--- config.mk ---
export PLATFORM = sky130hd
export DESIGN_NAME = battery_voltage_current_converter_core
export DESIGN_NICKNAME = d
export VERILOG_FILES = /design/src/hw/rtl/bvc_pkg.sv /design/src/hw/rtl/battery_voltage_current_converter_core.sv /design/src/hw/rtl/bvc_front.sv /design/src/hw/rtl/bvc_div_cell.sv
export SDC_FILE = /design/constraint.sdc
export NUM_CORES = 2
export LEC_CHECK = 0
export ABC_AREA = 1
export BUFFER_PORTS_ARGS = -buffer_cell sky130_fd_sc_hd__buf_2
export CORE_ASPECT_RATIO = 1.5
export CORE_MARGIN = 2
export CORE_UTILIZATION = 30
export CTS_CLUSTER_DIAMETER = 50
export DETAILED_ROUTE_END_ITERATION = 6
export HOLD_SLACK_MARGIN = 0.08
export MAX_ROUTING_LAYER = met4
export SETUP_SLACK_MARGIN = 0.3
export SLEW_MARGIN = 15
export SYNTH_ARGS = -nofsm -noshare
export SYNTH_HDL_FRONTEND = slang
export SYNTH_SLANG_ARGS = --single-unit
--- constraint.sdc ---
create_clock -name i_clk -period 5.6 [get_ports i_clk]
set_clock_uncertainty 0.05 [all_clocks]
set_input_delay 1.12 -clock i_clk [delete_from_list [all_inputs] [get_ports i_clk]]
set_output_delay 1.12 -clock i_clk [all_outputs]
set_load 0.01 [all_outputs]
--- src/hw/rtl/bvc_pkg.sv ---
package bvc_pkg;

    // Field and datapath widths
    localparam int CAL_W   = 14;              // calibration registers
    localparam int K_W     = 9;               // control setting plus one
    localparam int T_W     = 14;              // 15 * raw - 1024
    localparam int P_W     = K_W + T_W;       // first product
    localparam int SCALE_W = 11;              // 1000 or 1875
    localparam int NUM_W   = 33;              // full numerator, also quotient width
    localparam int DIV_W   = CAL_W + 2;       // divisor, discharge side is four times
    localparam int MV_W    = 13;
    localparam int UA_W    = 30;

    // Pipeline depth: three front stages, one cell per quotient bit, one output stage
    localparam int FRONT_STAGES = 3;
    localparam int LATENCY      = FRONT_STAGES + NUM_W + 1;

    localparam logic [CAL_W-1:0]   CAL_RESET     = 14'd14321;
    localparam logic [9:0]         CUR_MIN_RAW   = 10'd69;
    localparam logic [T_W-1:0]     CUR_OFFSET    = 14'd1024;
    localparam logic [SCALE_W-1:0] CHARGE_SCALE  = 11'd1000;
    localparam logic [SCALE_W-1:0] DISCH_SCALE   = 11'd1875;
    localparam logic [K_W-1:0]     SUPPLY_K      = 9'd256;
    localparam logic [MV_W-1:0]    MV_DEN        = 13'd1023;
    localparam logic [NUM_W-1:0]   UA_POS_LIMIT  = 33'd536870911;
    localparam logic [NUM_W-1:0]   UA_NEG_MAG    = 33'd536870912;
    localparam logic [UA_W-1:0]    UA_POS_SAT    = 30'h1FFF_FFFF;
    localparam logic [UA_W-1:0]    UA_NEG_SAT    = 30'h2000_0000;
    localparam logic [7:0]         ST3_ALLOWED   = 8'h08;

    // Configuration register indexes
    localparam logic CFG_CHARGE_CAL    = 1'b0;
    localparam logic CFG_DISCHARGE_CAL = 1'b1;

    typedef enum logic [1:0] {
        ST_OK       = 2'd0,
        ST_BUSY     = 2'd1,
        ST_INVALID  = 2'd2,
        ST_BAD_MODE = 2'd3
    } t_status;

    typedef enum logic [2:0] {
        MODE_IDLE       = 3'd0,
        MODE_CHARGE     = 3'd1,
        MODE_DROPOUT    = 3'd2,
        MODE_SUPPLEMENT = 3'd3,
        MODE_DISCHARGE  = 3'd4,
        MODE_BAD_5      = 3'd5,
        MODE_BAD_6      = 3'd6,
        MODE_BAD_7      = 3'd7
    } t_mode;

    // Fields that ride alongside the division unchanged
    typedef struct packed {
        t_status          status;
        logic [MV_W-1:0]  mv;
        logic             neg;
    } t_side;

    // What one divider cell hands to the next
    typedef struct packed {
        logic              valid;
        t_side             side;
        logic [DIV_W-1:0]  rem;
        logic [NUM_W-1:0]  nq;    // dividend bits still to use, quotient bits shifted in
        logic [DIV_W-1:0]  div;
    } t_div;

endpackage

--- src/hw/rtl/battery_voltage_current_converter_core.sv ---
// Channel   Direction  Handshake                      Payload
// item in   input      start, accepted when !busy     i_current_control .. i_low_bits
// result    output     o_result_valid, one cycle      o_status, o_battery_millivolts,
//                                                     o_battery_microamps
// config    input      i_cfg_valid / o_cfg_ready      i_cfg_index, i_cfg_data
//
// One item is accepted every cycle while busy is low; its result reaches the outputs through
// three front stages (decode, two multiplies), 33 divider cells, one per quotient bit, and
// the output register. The divider chain sets both the depth and the one-per-cycle rate.
// Synchronous reset clears all valid bits; busy falls and o_cfg_ready rises once the ready
// register is set after reset is released. Results cannot be stalled.
module battery_voltage_current_converter_core
    import bvc_pkg::*;
(
    input  logic                   i_clk,
    input  logic                   i_rst_n,
    input  logic                   start,
    output logic                   busy,
    input  logic [7:0]             i_current_control,
    input  logic [7:0]             i_status_one,
    input  logic [7:0]             i_status_three,
    input  logic [7:0]             i_voltage_high,
    input  logic [7:0]             i_current_high,
    input  logic [7:0]             i_low_bits,
    output logic                   o_result_valid,
    output logic [1:0]             o_status,
    output logic [MV_W-1:0]        o_battery_millivolts,
    output logic signed [UA_W-1:0] o_battery_microamps,
    input  logic                   i_cfg_valid,
    output logic                   o_cfg_ready,
    input  logic                   i_cfg_index,
    input  logic [CAL_W-1:0]       i_cfg_data
);

    logic             r_ready;
    logic [CAL_W-1:0] r_charge_cal;
    logic [CAL_W-1:0] r_discharge_cal;
    logic             accept;
    t_div             w_stage [NUM_W+1];
    t_div             last;
    logic [UA_W-1:0]  n_ua;

    assign accept      = start && r_ready;
    assign busy        = !r_ready;
    assign o_cfg_ready = r_ready;

    always_ff @(posedge i_clk) begin
        if (!i_rst_n) begin
            r_ready         <= 1'b0;
            r_charge_cal    <= CAL_RESET;
            r_discharge_cal <= CAL_RESET;
        end else begin
            r_ready <= 1'b1;
            if (i_cfg_valid && r_ready) begin
                case (i_cfg_index)
                    CFG_CHARGE_CAL:    r_charge_cal    <= i_cfg_data;
                    CFG_DISCHARGE_CAL: r_discharge_cal <= i_cfg_data;
                    default:           r_charge_cal    <= r_charge_cal;
                endcase
            end
        end
    end

    bvc_front u_front (
        .i_clk             (i_clk),
        .i_rst_n           (i_rst_n),
        .i_accept          (accept),
        .i_current_control (i_current_control),
        .i_status_one      (i_status_one),
        .i_status_three    (i_status_three),
        .i_voltage_high    (i_voltage_high),
        .i_current_high    (i_current_high),
        .i_low_bits        (i_low_bits),
        .i_charge_cal      (r_charge_cal),
        .i_discharge_cal   (r_discharge_cal),
        .o_stage           (w_stage[0])
    );

    for (genvar g = 0; g < NUM_W; g++) begin : g_cell
        bvc_div_cell u_cell (
            .i_clk   (i_clk),
            .i_rst_n (i_rst_n),
            .i_stage (w_stage[g]),
            .o_stage (w_stage[g+1])
        );
    end

    // Saturate the quotient to the signed output range and apply the discharge sign.
    always_comb begin
        last = w_stage[NUM_W];
        if (last.side.neg) begin
            if (last.nq > UA_NEG_MAG) begin
                n_ua = UA_NEG_SAT;
            end else begin
                n_ua = ~last.nq[UA_W-1:0] + UA_W'(1);
            end
        end else begin
            if (last.nq > UA_POS_LIMIT) begin
                n_ua = UA_POS_SAT;
            end else begin
                n_ua = last.nq[UA_W-1:0];
            end
        end
    end

    always_ff @(posedge i_clk) begin
        if (!i_rst_n) begin
            o_result_valid <= 1'b0;
        end else begin
            o_result_valid <= last.valid;
        end
    end

    always_ff @(posedge i_clk) begin
        o_status             <= last.side.status;
        o_battery_millivolts <= last.side.mv;
        o_battery_microamps  <= n_ua;
    end

endmodule

--- src/hw/rtl/bvc_front.sv ---
module bvc_front
    import bvc_pkg::*;
(
    input  logic             i_clk,
    input  logic             i_rst_n,
    input  logic             i_accept,
    input  logic [7:0]       i_current_control,
    input  logic [7:0]       i_status_one,
    input  logic [7:0]       i_status_three,
    input  logic [7:0]       i_voltage_high,
    input  logic [7:0]       i_current_high,
    input  logic [7:0]       i_low_bits,
    input  logic [CAL_W-1:0] i_charge_cal,
    input  logic [CAL_W-1:0] i_discharge_cal,
    output t_div             o_stage
);

    t_mode              mode;
    t_status            status;
    logic [9:0]         vraw;
    logic [9:0]         iraw;
    logic               is_charge;
    logic               is_disch;
    logic               zero;
    logic [DIV_W-1:0]   div_sel;
    logic [K_W-1:0]     k_sel;
    logic [T_W-1:0]     t15;
    logic [MV_W-1:0]    v5;
    logic [2:0]         q5;
    t_side              side;

    logic               r_s0_valid;
    t_side              r_s0_side;
    logic [K_W-1:0]     r_s0_k;
    logic [T_W-1:0]     r_s0_t;
    logic [DIV_W-1:0]   r_s0_div;
    logic               r_s0_charge;

    logic               r_s1_valid;
    t_side              r_s1_side;
    logic [P_W-1:0]     r_s1_p;
    logic [DIV_W-1:0]   r_s1_div;
    logic               r_s1_charge;

    t_div               r_s2;

    logic [P_W-1:0]         n_s1_p;
    logic [SCALE_W-1:0]     scale;
    logic [P_W+SCALE_W-1:0] n_num;

    always_comb begin
        mode = t_mode'(i_status_one[5:3]);
        vraw = {i_voltage_high, i_low_bits[1:0]};
        iraw = {i_current_high, i_low_bits[3:2]};

        if (i_status_one[7:6] != 2'b00) begin
            status = ST_BUSY;
        end else if ((i_status_three & ~ST3_ALLOWED) != 8'h00) begin
            status = ST_INVALID;
        end else if (mode == MODE_BAD_5 || mode == MODE_BAD_6 || mode == MODE_BAD_7) begin
            status = ST_BAD_MODE;
        end else begin
            status = ST_OK;
        end

        is_charge = (mode == MODE_CHARGE) || (mode == MODE_DROPOUT);
        is_disch  = (mode == MODE_SUPPLEMENT) || (mode == MODE_DISCHARGE);

        if (is_charge) begin
            div_sel = {2'b00, i_charge_cal};
        end else begin
            div_sel = {i_discharge_cal, 2'b00};
        end

        if (mode == MODE_SUPPLEMENT) begin
            k_sel = SUPPLY_K;
        end else begin
            k_sel = {1'b0, i_current_control} + K_W'(1);
        end

        t15 = {iraw, 4'b0000} - {4'b0000, iraw};

        zero = (status != ST_OK) || !(is_charge || is_disch) || (iraw < CUR_MIN_RAW) ||
               (div_sel == '0);

        // 5120 * v / 1023 equals 5 * v plus the whole number of times 1023 fits in 5 * v.
        v5 = {1'b0, vraw, 2'b00} + {3'b000, vraw};
        q5 = {2'b00, v5 >= MV_DEN} + {2'b00, v5 >= 13'(2 * MV_DEN)}
           + {2'b00, v5 >= 13'(3 * MV_DEN)} + {2'b00, v5 >= 13'(4 * MV_DEN)}
           + {2'b00, v5 >= 13'(5 * MV_DEN)};

        side.status = status;
        side.mv     = (status == ST_OK) ? (v5 + {10'd0, q5}) : '0;
        side.neg    = is_disch;

        n_s1_p = {{(P_W-K_W){1'b0}}, r_s0_k} * {{(P_W-T_W){1'b0}}, r_s0_t};
        scale  = r_s1_charge ? CHARGE_SCALE : DISCH_SCALE;
        n_num  = {{SCALE_W{1'b0}}, r_s1_p} * {{P_W{1'b0}}, scale};
    end

    always_ff @(posedge i_clk) begin
        if (!i_rst_n) begin
            r_s0_valid <= 1'b0;
            r_s1_valid <= 1'b0;
            r_s2.valid <= 1'b0;
        end else begin
            r_s0_valid <= i_accept;
            r_s1_valid <= r_s0_valid;
            r_s2.valid <= r_s1_valid;
        end
    end

    always_ff @(posedge i_clk) begin
        r_s0_side   <= side;
        r_s0_charge <= is_charge;
        // A zero current is a zero numerator over a divisor of one.
        if (zero) begin
            r_s0_k   <= '0;
            r_s0_t   <= '0;
            r_s0_div <= DIV_W'(1);
        end else begin
            r_s0_k   <= k_sel;
            r_s0_t   <= t15 - CUR_OFFSET;
            r_s0_div <= div_sel;
        end

        r_s1_side   <= r_s0_side;
        r_s1_p      <= n_s1_p;
        r_s1_div    <= r_s0_div;
        r_s1_charge <= r_s0_charge;

        r_s2.side <= r_s1_side;
        r_s2.rem  <= '0;
        r_s2.nq   <= n_num[NUM_W-1:0];
        r_s2.div  <= r_s1_div;
    end

    assign o_stage = r_s2;

endmodule

--- src/hw/rtl/bvc_div_cell.sv ---
module bvc_div_cell
    import bvc_pkg::*;
(
    input  logic i_clk,
    input  logic i_rst_n,
    input  t_div i_stage,
    output t_div o_stage
);

    logic [DIV_W:0]   rem_ext;
    logic [DIV_W+1:0] diff;
    logic             qbit;
    t_div             r_stage;

    // One restoring step: bring down the next dividend bit and subtract if it fits.
    always_comb begin
        rem_ext = {i_stage.rem, i_stage.nq[NUM_W-1]};
        diff    = {1'b0, rem_ext} - {2'b00, i_stage.div};
        qbit    = ~diff[DIV_W+1];
    end

    always_ff @(posedge i_clk) begin
        if (!i_rst_n) begin
            r_stage.valid <= 1'b0;
        end else begin
            r_stage.valid <= i_stage.valid;
        end
    end

    always_ff @(posedge i_clk) begin
        r_stage.side <= i_stage.side;
        r_stage.div  <= i_stage.div;
        r_stage.nq   <= {i_stage.nq[NUM_W-2:0], qbit};
        r_stage.rem  <= qbit ? diff[DIV_W-1:0] : rem_ext[DIV_W-1:0];
    end

    assign o_stage = r_stage;

endmodule

# --- Word-level counts from Yosys, hierarchy flattened ---
# Index checks and enable logic that the tools add are counted.
totals:
  reg_bits: 2929
  in_bits: 67
  out_inout_bits: 48
op_classes:
  addsub: 43
  multipliers: 2
  n_lt_le_gt_ge: 8
  n_eq_ne: 7
  muxes: 42
  bitwise: 35
  reduce_logical: 20
op_table:
  columns: ["op", "count"]
  rows:
  - ["subtractor 17 x 16 -> 18 bit", 32]
  - ["2-to-1 mux 16 bit", 32]
  - ["2-to-1 mux 30 bit", 3]
  - ["inverter 1 bit", 34]
  - ["greater-than comparator 33 x 29 -> 1 bit, second input constant", 1]
  - ["greater-than comparator 33 x 30 -> 1 bit, second input constant", 1]
  - ["multiplier 23 x 11 -> 33 bit", 1]
  - ["adder 30 x 1 -> 30 bit, second input constant", 1]
  - ["inverter 30 bit", 1]
  - ["greater-or-equal comparator 13 x 12 -> 1 bit, second input constant", 2]
  - ["multiplier 9 x 14 -> 23 bit", 1]
  - ["subtractor 1 x 16 -> 17 bit", 1]
  - ["logical NOT 16 bit", 1]
  - ["subtractor 14 x 10 -> 14 bit", 1]
  - ["subtractor 14 x 11 -> 14 bit, second input constant", 1]
  - ["adder 12 x 10 -> 13 bit", 1]
  - ["adder 13 x 3 -> 13 bit", 1]
  - ["greater-or-equal comparator 13 x 10 -> 1 bit, second input constant", 1]
  - ["greater-or-equal comparator 13 x 11 -> 1 bit, second input constant", 1]
  - ["greater-or-equal comparator 13 bit, second input constant", 1]
  - ["equality test 3 bit, second input constant", 4]
  - ["2-to-1 mux 11 bit", 1]
  - ["less-than comparator 10 x 7 -> 1 bit, second input constant", 1]
  - ["adder 3 x 1 -> 3 bit", 3]
  - ["15 further kinds", 30]

# --- Depth between registers and ports, before layout ---
depth:
  depth_word: 11
  mapped_depth: 29

# --- By module ---
# From an unflattened synthesis, not the netlist that was laid out.
hier_totals:
  cells_unflattened: 13703
  area_unflattened_um2: 118204.6
by_module_without_submodules:
  columns: ["mod", "instances", "cells_per_inst", "area_each_um2", "seq_area_each_um2"]
  rows:
  - ["bvc_div_cell", 33, 338, 2970.3, 1641.6]
  - ["bvc_front", 1, 2000, 16592.2, 3603.5]
  - ["battery_voltage_current_converter_core", 1, 549, 3590.9, 1501.4]

# --- Worst setup path before layout ---
# No wires, ideal clock.
synth_path:
  path_kind: "in2reg"
  from: "in i_voltage_high[0]"
  to: "reg u_front.r_s0_side[12] in the netlist's numbering"
  t_arrival_ns: 5.078
  required_ns: 5.435
  path_slack_ns: 0.357
  stages: 27
  cell_sequence: "ha_1 -> fa_1 -> nand2_1 -> inv_1 -> nand2_1 -> nand4_1 -> nand2_1 -> nand2_1 -> nor2_1 -> nand2_1 -> nor2_1 -> nand2_1 -> nand2_1 -> ha_1 -> fa_1 -> ha_1 -> fa_1 -> ha_1 -> nand2_1 -> nand2_1 -> a31oi_1 -> nor2_1 -> nand3_1 -> nor2_1 -> nand3_1 -> nand2_1 -> nor2_1"
synth_between:
  elab_chain_len: 7
  elab_cells_between_ends: 11
  classes_between: "add/sub (6); order compare (5)"
synth_lines:
  columns: ["element", "line_no", "rtl"]
  rows:
  - ["start, declared", "battery_voltage_current_converter_core.sv:22", "input logic [7:0] i_voltage_high,"]
  - ["adder 12 x 10 -> 13 bit *", "bvc_front.sv:87", "v5 = {1'b0, vraw, 2'b00} + {3'b000, vraw};"]
  - ["greater-or-equal comparator 13 x 10 -> 1 bit / greater-or-equal comparator 13 x 11 -> 1 bit (equally long branches)", "bvc_front.sv:88", "q5 = {2'b00, v5 >= MV_DEN} + {2'b00, v5 >= 13'(2 * MV_DEN)}"]
  - ["adder 1 x 1 -> 2 bit", "bvc_front.sv:88", null]
  - ["adder 3 x 1 -> 3 bit (2 in series)", "bvc_front.sv:89", "+ {2'b00, v5 >= 13'(3 * MV_DEN)} + {2'b00, v5 >= 13'(4 * MV_DEN)}"]
  - ["adder 3 x 1 -> 3 bit", "bvc_front.sv:90", "+ {2'b00, v5 >= 13'(5 * MV_DEN)};"]
  - ["adder 13 x 3 -> 13 bit *", "bvc_front.sv:93", "side.mv = (status == ST_OK) ? (v5 + {10'd0, q5}) : '0;"]
  - ["end signal, assigned", "bvc_front.sv:114", "r_s0_side <= side;"]
  - ["end, declared", "bvc_front.sv:33", "t_side r_s0_side;"]
# Every way passes the cells marked *; elsewhere a longest branch is shown, timed or not.
# A chain may end at the register's enable or synchronous reset.

# --- Worst setup path in the final report ---
layout_path:
  from: "reg u_front.r_s1_charge"
  to: "reg u_front.r_s2, in the netlist u_front.o_stage[40]"
layout_between:
  elab_chain_len: 2
layout_lines:
  columns: ["element", "line_no", "rtl"]
  rows:
  - ["start, declared", "bvc_front.sv:43", "logic r_s1_charge;"]
  - ["start signal, assigned", "bvc_front.sv:130", "r_s1_charge <= r_s0_charge;"]
  - ["2-to-1 mux 11 bit", "bvc_front.sv:97", "scale = r_s1_charge ? CHARGE_SCALE : DISCH_SCALE;"]
  - ["multiplier 23 x 11 -> 33 bit", "bvc_front.sv:98", "n_num = {{SCALE_W{1'b0}}, r_s1_p} * {{P_W{1'b0}}, scale};"]
  - ["net u_front.n_num[24]", "bvc_front.sv:49", "logic [P_W+SCALE_W-1:0] n_num;"]
  - ["end, declared", "bvc_front.sv:45", "t_div r_s2;"]
# The timed path passes the listed nets, and every way through them passes these cells.

==> impl_metrics.json <==
{
  "cts.sinks": 2929,
  "ys_ff_latch": 2929,
  "synth_top_cell_area_share": 0.554,
  "initial_utilization": 0.301,
  "hold_slack_ps": 193,
  "cp-start-kind": "flip-flop",
  "relSlewSlack": 0.329,
  "cp_max_fo": 51,
  "place_area_um2": 112000,
  "grt_max_degree": 62,
  "antenna_found_initial": 5,
  "synth_cell_types": 49,
  "async_flop_share": 0,
  "fin_tns_setup_ps": 0,
  "drive_above_1_share": 0.0724,
  "synth_area_leaders": "dfxtp_1, ha_1, nand2_1",
  "worstMarginPinSlew_ps": 1010,
  "wl_per_cell_um": 13.2,
  "rsz0062_at_grt": "no",
  "maxCapViolations": 0,
  "die_y_um": 731,
  "ant_nets": 0,
  "dieWidth_um": 489,
  "power_frac_comb": 0.320,
  "multi_input_area_um2": 40200,
  "finalCriticalPeriod_ps": 5110,
  "swShare": 0.344,
  "status": "finished clean",
  "clk_pin_slew_worst_paths_ps": 60,
  "power_density_nw_per_um2": 556,
  "ff_latch_area_um2": 58600,
  "max-vdd-ir-drop_v": 0.000384,
  "power_leakage_nw": 55.1,
  "wl_mm": 215,
  "setup_violations": 0,
  "fin_crit_sh": 0.912,
  "wl_met2_mm": 124,
  "met1_length_mm": 70.1,
  "max_freq_mhz": 196,
  "top_layer_used": "met4",
  "syn_inst": 10900,
  "grt_usage": 0.123,
  "met3WireLength_mm": 6.57,
  "hold_class": "flip-flop to flip-flop",
  "htree_levels": 5,
  "grt-ovfl-total": 0,
  "yosysSeqAreaShare": 0.554,
  "endpoint_kind": "flip-flop",
  "ios": 115,
  "fillCellCount": 35600,
  "drc": 0,
  "synth-main-ff-cell": "dfxtp_1",
  "critPathKind": "flip-flop to flip-flop",
  "pwr-share-clk": 0.304,
  "route.vias.total": 68200,
  "synth.largest_area_cell": "dfxtp_1",
  "core_area_um2": 352000,
  "area_growth_pct": 16.1,
  "rows": 267,
  "ys.warnings.count": 0,
  "synth_area_per_cell_um2": 9.69,
  "final_nets": 12300,
  "viasPerCell": 4.20,
  "power.switching_mw": 23.5,
  "cts_tree": "done",
  "cts_buffers": 312,
  "clock_latency_ps": 870,
  "hpwlAfterDp_mm": 169,
  "finalHoldViolations": 0,
  "stdcell_area_um2": 123000,
  "fin_util": 0.349,
  "dr.first_iter.drc_count": 2096,
  "synth-edff-count": 0,
  "fp.dieArea_um2": 357000,
  "drv_slew": 0,
  "pwr-share-seq": 0.376,
  "port_buffers": 106,
  "drtPass1Iterations": 5,
  "cts_root_buf": "clkbuf_16",
  "place_congestion": 0.899,
  "cp.required_ps": 6280,
  "internal_power_mw": 44.8,
  "grt_pass1_vias": 70500,
  "synth_area_um2": 106000,
  "cts_buffer_depth": 4,
  "grt_pass1_wl_mm": 345,
  "hold_buffers": 0,
  "arrival_ps": 5790
}
Yosys cell counts (26+ instances only):
| cell type | number |
|---|---|
| a21o_1 | 102 |
| a21oi_1 | 592 |
| a221oi_1 | 28 |
| buf_2 | 30 |
| buf_4 | 32 |
| clkbuf_1 | 42 |
| dfxtp_1 | 2929 |
| fa_1 | 284 |
| ha_1 | 653 |
| inv_1 | 1713 |
| nand2_1 | 1927 |
| nand2_2 | 33 |
| nand3_1 | 409 |
| nand3_4 | 31 |
| nand3b_1 | 64 |
| nand4_1 | 231 |
| nor2_1 | 582 |
| nor3_1 | 27 |
| o21ai_0 | 551 |
| o21ai_1 | 43 |
| o21ai_2 | 26 |
| o21bai_1 | 43 |
| or2_2 | 67 |
| xnor2_1 | 177 |
| xor2_1 | 234 |
worst paths after layout:
path	startpoint	slack, ps	cells past startpoint	end
setup / recovery	u_front.r_s1_charge$_DFF_P_	490	17	u_front.o_stage[40]$_DFF_P_
hold reg to reg	g_cell[16].u_cell.o_stage[39]$_DFF_P_	190	0	g_cell[17].u_cell.o_stage[40]$_DFF_P_
hold / removal	g_cell[16].u_cell.o_stage[39]$_DFF_P_	190	0	g_cell[17].u_cell.o_stage[40]$_DFF_P_
setup reg to reg	u_front.r_s1_charge$_DFF_P_	490	17	u_front.o_stage[40]$_DFF_P_
final cells by class:
| class | instances | share of cell area |
|---|---|---|
| clock buffer | 409 | 0.0710 |
| multi-input combinational | 6182 | 0.327 |
| antenna | 3 | 0.0000612 |
| tap | 4707 | 0.0480 |
| sequential | 2929 | 0.478 |
| inverter | 1717 | 0.0525 |
| clock inverter | 136 | 0.0153 |
| timing repair buffer | 167 | 0.00815 |
logic make-up (layout without fill, tap and decap cells):
group / count (synthesis) / after routing / synth area share
fa+ha+maj: 937 / 937 / 0.131
compound gates: 1420 / 1420 / 0.0734
buf+inv: 1831 / 2429 / 0.0668
simple gates: 3385 / 3385 / 0.140
xor+xnor: 411 / 411 / 0.0340
other cells: 2 / 32 / 0.0000710
flops: 2929 / 2929 / 0.554
state kept, by name, indices dropped and copies added (netlist names):
signal                 cells
o_result_valid             1
u_front.r_s0_t            14
u_front.r_s0_valid         1
g_cell.u_cell.o_stage   2674
o_battery_microamps       30
o_battery_millivolts      13
o_cfg_ready                1
u_front.o_stage           66
u_front.r_s1_p            23
u_front.r_s1_valid         1
u_front.r_s0_k             9
u_front.r_s1_side         16
r_charge_cal              14
u_front.r_s0_div          16
u_front.r_s0_side         16
o_status                   2
r_discharge_cal           14
u_front.r_s1_div          16
u_front.r_s0_charge        1
u_front.r_s1_charge        1
power by group through the flow:
stage / Sequential (mW) / Combinational, mW / Clock (mW)
after global placement: 26.1 / 21.6 / 0
after CTS: 25.7 / 22.0 / 21.5
after detailed placement: 26.1 / 21.9 / 0
final: 25.6 / 21.9 / 20.8
after floorplan: 25.6 / 16.9 / 0
after global routing: 26.0 / 24.9 / 22.3
metrics by stage:
step / instances / setup WS [ps] / total power, mW
floorplan: 10900 / 357 / 42.4
global placement: 15700 / -270 / 47.7
detailed placement: 15700 / -137 / 48.1
CTS: 16200 / 438 / 69.2
global route: 16300 / 303 / 73.3
finish: 16300 / 491 / 68.3
critical path, stage by stage (launching register included):
cell	delay, ps
dfxtp_1	350
buf_12	230
nand2_1	160
fa_1	530
inv_1	60
fa_1	580
fa_1	440
fa_1	510
fa_1	420
ha_1	360
nand2_1	150
inv_1	50
a21oi_1	250
a21boi_0	270
o21ai_2	170
and2_1	190
o21bai_1	120
nand2_1	60
cells in the final DEF (no fill, tap or decap), types with 17 or more instances in the layout:
master     instances
clkbuf_16        317
clkinv_4          17
buf_4             60
a221oi_1          28
xor2_1           234
a21oi_1          592
dfxtp_1         2929
nand2_2           33
o21bai_1          43
nand2_1         1927
o21ai_0          551
clkinv_2          24
o21ai_1           42
nand4_1          231
buf_2            106
clkbuf_8          44
nand3b_1          64
or2_2             67
bufinv_16         28
nand3_1          409
fa_1             284
inv_1           1713
o21ai_2           27
inv_6             21
nor2_1           580
clkinv_8          19
xnor2_1          177
conb_1            29
nor3_1            26
a21o_1           102
clkbuf_1          48
ha_1             653
nand3_4           31
routing by layer:
layer / global-route usage / up-vias
met5: - / -
met4: 0.0737 / 0
met3: 0.0182 / 749
met2: 0.253 / 1057
met1: 0.0991 / 31000
li1: - / 35400
what timing repair did:
item,CTS,global route
gates resized for setup,0,3
setup endpoints to repair,0,6
setup buffers,0,0
(Power assumes the default switching activity.)
